--- config.mk ---
export PLATFORM = sky130hd
export DESIGN_NAME = ddfe_queue
export DESIGN_NICKNAME = d
export VERILOG_FILES = /design/src/rtl/ddfe_pkg.sv /design/src/rtl/ddfe_queue.sv
export SDC_FILE = /design/constraint.sdc
export NUM_CORES = 1
export LEC_CHECK = 0
export BUFFER_PORTS_ARGS = -buffer_cell sky130_fd_sc_hd__clkbuf_2
export CORE_ASPECT_RATIO = 0.8
export CORE_MARGIN = 2
export CORE_UTILIZATION = 55
export CTS_CLUSTER_DIAMETER = 60
export DETAILED_ROUTE_END_ITERATION = 12
export PLACE_DENSITY = 0.88
export SKIP_LAST_GASP = 1
export SLEW_MARGIN = 20
export SYNTH_ARGS = -nofsm -noshare
export SYNTH_HDL_FRONTEND = slang
export SYNTH_SLANG_ARGS = --single-unit
--- constraint.sdc ---
create_clock -name i_clk -period 4.1 [get_ports i_clk]
set_input_delay 1.23 -clock i_clk [delete_from_list [all_inputs] [get_ports i_clk]]
set_output_delay 1.23 -clock i_clk [all_outputs]
set_load 0.02 [all_outputs]
--- src/rtl/ddfe_pkg.sv ---
`timescale 1ns / 1ps
// ----------------------------------------------------------------------------
// ddfe_pkg
// Shared constants and types for the decimal digit frame emitter.
// ----------------------------------------------------------------------------
package ddfe_pkg;

    localparam int VALUE_W     = 32;
    localparam int NIBBLE_W    = 4;
    localparam int FRAME_W     = 16;
    localparam int DIGIT_COUNT = 8;
    localparam int POS_W       = (DIGIT_COUNT > 1) ? $clog2(DIGIT_COUNT) : 1;
    localparam int QUEUE_DEPTH = 2;
    localparam int QPTR_W      = $clog2(QUEUE_DEPTH);
    localparam int QCNT_W      = $clog2(QUEUE_DEPTH + 1);

    // ceil(2^35 / 10): floor(x * RECIP_TEN / 2^35) == x / 10 for any 32-bit x.
    localparam logic [VALUE_W-1:0] RECIP_TEN   = 32'hCCCC_CCCD;
    localparam int                 RECIP_SHIFT = 35;

    localparam logic [POS_W-1:0] LAST_POS = POS_W'(DIGIT_COUNT - 1);

    typedef struct packed {
        logic               valid;
        logic [VALUE_W-1:0] value;
    } t_queue_head;

endpackage

--- src/rtl/ddfe_queue.sv ---
`timescale 1ns / 1ps
// ----------------------------------------------------------------------------
// ddfe_queue
// Short register queue between the accepting front and the digit engine.
// ----------------------------------------------------------------------------
module ddfe_queue (
    input  logic                         i_clk,
    input  logic                         i_rst_n,
    input  logic                         i_wr_valid,
    output logic                         o_wr_ready,
    input  logic [ddfe_pkg::VALUE_W-1:0] i_wr_value,
    output ddfe_pkg::t_queue_head        o_head,
    input  logic                         i_pop
);
    import ddfe_pkg::*;

    logic [VALUE_W-1:0] r_mem [QUEUE_DEPTH];
    logic [QPTR_W-1:0]  r_wr_ptr;
    logic [QPTR_W-1:0]  r_rd_ptr;
    logic [QCNT_W-1:0]  r_count;
    logic               wr_en;
    logic               rd_en;

    assign o_wr_ready   = (r_count != QCNT_W'(QUEUE_DEPTH));
    assign wr_en        = i_wr_valid && o_wr_ready;
    assign rd_en        = i_pop && (r_count != '0);
    assign o_head.valid = (r_count != '0);
    assign o_head.value = r_mem[r_rd_ptr];

    always_ff @(posedge i_clk) begin
        if (wr_en) begin
            r_mem[r_wr_ptr] <= i_wr_value;
        end
    end

    always_ff @(posedge i_clk) begin
        if (!i_rst_n) begin
            r_wr_ptr <= '0;
            r_rd_ptr <= '0;
            r_count  <= '0;
        end else begin
            if (wr_en) begin
                r_wr_ptr <= (r_wr_ptr == QPTR_W'(QUEUE_DEPTH - 1)) ? '0 : r_wr_ptr + 1'b1;
            end
            if (rd_en) begin
                r_rd_ptr <= (r_rd_ptr == QPTR_W'(QUEUE_DEPTH - 1)) ? '0 : r_rd_ptr + 1'b1;
            end
            if (wr_en && !rd_en) begin
                r_count <= r_count + 1'b1;
            end else if (rd_en && !wr_en) begin
                r_count <= r_count - 1'b1;
            end
        end
    end

endmodule

==> summary.md <==
| Metric | Value |
|---|---|
| Chip width | `80.1 um` |
| Synth Instances | `124` |
| RSZ-0062 raised after global routing | `false` |
| Post-synth EDFFs | `64` |
| Period utilisation layout | `0.766` |
| Layout cells sized above 1 | `0.563` |
| Met2 usage | `0.268` |
| Max Cap Viol | `0` |
| Total gr overflow | `0` |
| Internal cell power | `0.00137 W` |
| Most frequent cells in the layout | `69 x clkbuf_2, 64 x edfxtp_1, 30 x mux2_2` |
| Most used routing layer | `met2` |
| CTS buffer count | `9` |
| Post-synth ARST share | `0` |
| Initial antenna violation count | `0` |
| Commonest non-fill, non-tap cell in the layout | `clkbuf_2` |
| Vias in the first global route | `1,340` |
| #FFs+latches synth | `69` |
| Sequential power share | `0.478` |
| Reg2Reg Depth | `5` |
| Die height | `64.9 um` |
| Gate power share | `0.281` |
| Post-placement cell area | `2970 um^2` |
| CORE AREA | `4510 um^2` |
| Reg-to-reg critical path startpoint | `r_count[1]` |
| Fmax | `318 MHz` |
| Root Driver | `clkbuf_8` |
| Multi-input logic area | `499 um^2` |
| I/O Pins | `70` |
| Drt wl/cell | `15.0 um` |
| Largest net degree at the start of global routing | `33` |
| Required @ worst endpoint | `2870 ps` |
| CP arrival | `1910 ps` |
| Setup WS pre-CTS | `1280 ps` |
| Placed cells | `252` |
| Storage cell area | `2020 um^2` |
| Synth Flop Type | `edfxtp_1` |
| Fin Setup TNS | `0 ps` |
| Setup bufs post-CTS | `0` |
| N_diodes | `0` |
| Die area | `5200 um^2` |
| Hold Crit Depth | `2` |
| RR Endpoint | `r_count[1]` |
| Worst-path fanout max | `20` |
| DP Wirelength | `2.74 mm` |
| Final min period | `3140 ps` |
| Clk_lat worst skew | `330 ps` |
| DR vias | `1,309` |
| Final setup vio count | `0` |
| Setup ws final | `958 ps` |
| Final Hold Viols | `0` |
| DR vias/cell | `4.88` |
| Routability cong. | `0.673` |
| Post-Route WL | `4.01 mm` |
| Maximum VDD drop | `0.000416 V` |
| Mapped cell area | `2550 um^2` |
| Final Skew | `5.10 ps` |
| Avg Cell Area, Syn | `20.6 um^2` |
| Clock Path Buffers | `2` |
| Met3 Usage GRT | `0.0822` |
| CTS tree | `yes` |
| Worst hold path type | `reg -> reg` |
| Worst Setup Start Kind | `flip-flop` |
| Layout Utilization | `0.695` |
| Register area share after synthesis | `0.793` |
| Resized cells post-CTS | `0` |
| Post-synthesis net count | `161` |
| GRT Overall Usage | `0.168` |
| Number of fill cells in the layout | `312` |
| First-pass GRT wire length | `6.15 mm` |
| Non-Filler Instances | `268` |
| Iter 0 DRT Violations | `54` |
| PwrDens | `621 nW/um^2` |
| Slew HR | `0.635` |
| Hold_buf cts | `0` |
| Clock Sinks | `69` |
| Synth warn | `0` |
| Post-route ant nets | `0` |
| Yosys cell types | `21` |
| Floorplan row count | `22` |
| Htree depth | `3` |
| Clock network power share | `0.240` |
| Slew @ Worst Pin | `547 ps` |
| Worst hold start | `r_wr_ptr` |
| Post-route design area | `3140 um^2` |
| Synth-to-layout area growth | `23.1%` |
| GR met1 Demand/Resource | `0.206` |
| R2R setup slack | `2500 ps` |
| Sw Ratio | `0.298` |
| Crit end category | `primary output` |
| Hold Path End | `r_wr_ptr` |
| Remaining DRCs | `0` |
| Drt first pass iters | `4` |
| Status | `finished clean` |
| Reg clk slew, reported paths | `60 ps` |
| Type of the worst setup path | `reg -> out` |
| Pins Over Slew Limit | `0` |
| Static leakage power | `1.21 nW` |
| Psw | `0.000581 W` |
| Nets | `240` |
| Initial cell density of the core | `0.565` |
| I/O Buffers | `69` |
per-stage QoR:
stage	total power [W]	hold slack (ps)
2_1_floorplan	0.00133	512
3_3_place_gp	0.00149	546
3_5_place_dp	0.00150	583
4_1_cts	0.00197	601
5_1_grt	0.00205	626
6_report	0.00195	596
flip-flops by register name, summed over array words and instances (netlist names), named ones only:
name	flops
r_count	2
r_wr_ptr	1
r_rd_ptr	1
r_mem	64
worst max-delay path by stage:
stage | endpoint | slack, ps | depth (start not counted)
after floorplan | r_mem[1][0] | 1640 | 1
after global placement | o_head[23] | 1290 | 3
final | o_head[23] | 960 | 3
after detailed placement | o_head[23] | 1280 | 3
after global routing | o_head[23] | 830 | 3
after CTS | o_head[23] | 910 | 3
power by group through the flow:
stage | Clock [W] | Combinational, W | Sequential, W
after global routing | 0.000518 | 0.000588 | 0.000944
after CTS | 0.000482 | 0.000556 | 0.000933
after floorplan | 0 | 0.000414 | 0.000921
final | 0.000469 | 0.000548 | 0.000932
after global placement | 0 | 0.000548 | 0.000941
after detailed placement | 0 | 0.000553 | 0.000947
routing by layer:
layer  part of all wire  routed length, um
met5                  0                  0
met4             0.0017                  7
met3              0.080                323
met1               0.44               1780
met2               0.47               1900
logic make-up after synthesis:
family                   share of synthesized area
buffers and inverters                       0.0118
AND/OR/NAND/NOR                             0.0255
flip-flops                                   0.793
XOR/XNOR                                    0.0103
multiplexers                                 0.141
AO/OA/AOI/OAI                               0.0137
adder cells (fa/ha/maj)                    0.00490
synth_stat cells, drive strengths merged (2+ instances only):
cell / number / share of area
mux2: 32 / 0.14
xnor2: 2 / 0.0069
edfxtp: 64 / 0.75
and2: 4 / 0.0098
a21boi: 2 / 0.0059
buf: 3 / 0.0088
o21ai: 2 / 0.0039
dfxtp: 5 / 0.039
cell type report:
type	count	share of cell area
Timing Repair Buffer	72	0.117
Multi-Input combinational cell	50	0.159
Sequential cell	69	0.644
Inverter	1	0.00120
Clock inverter	2	0.00279
Tap cell	60	0.0239
Clock buffer	14	0.0518
worst max-delay path, cell delays in order (launching register included):
cell      delay, ps
dfxtp_1         660
buf_4           370
mux2_2          380
clkbuf_2        160
Power figures use the tool's default switching activity.
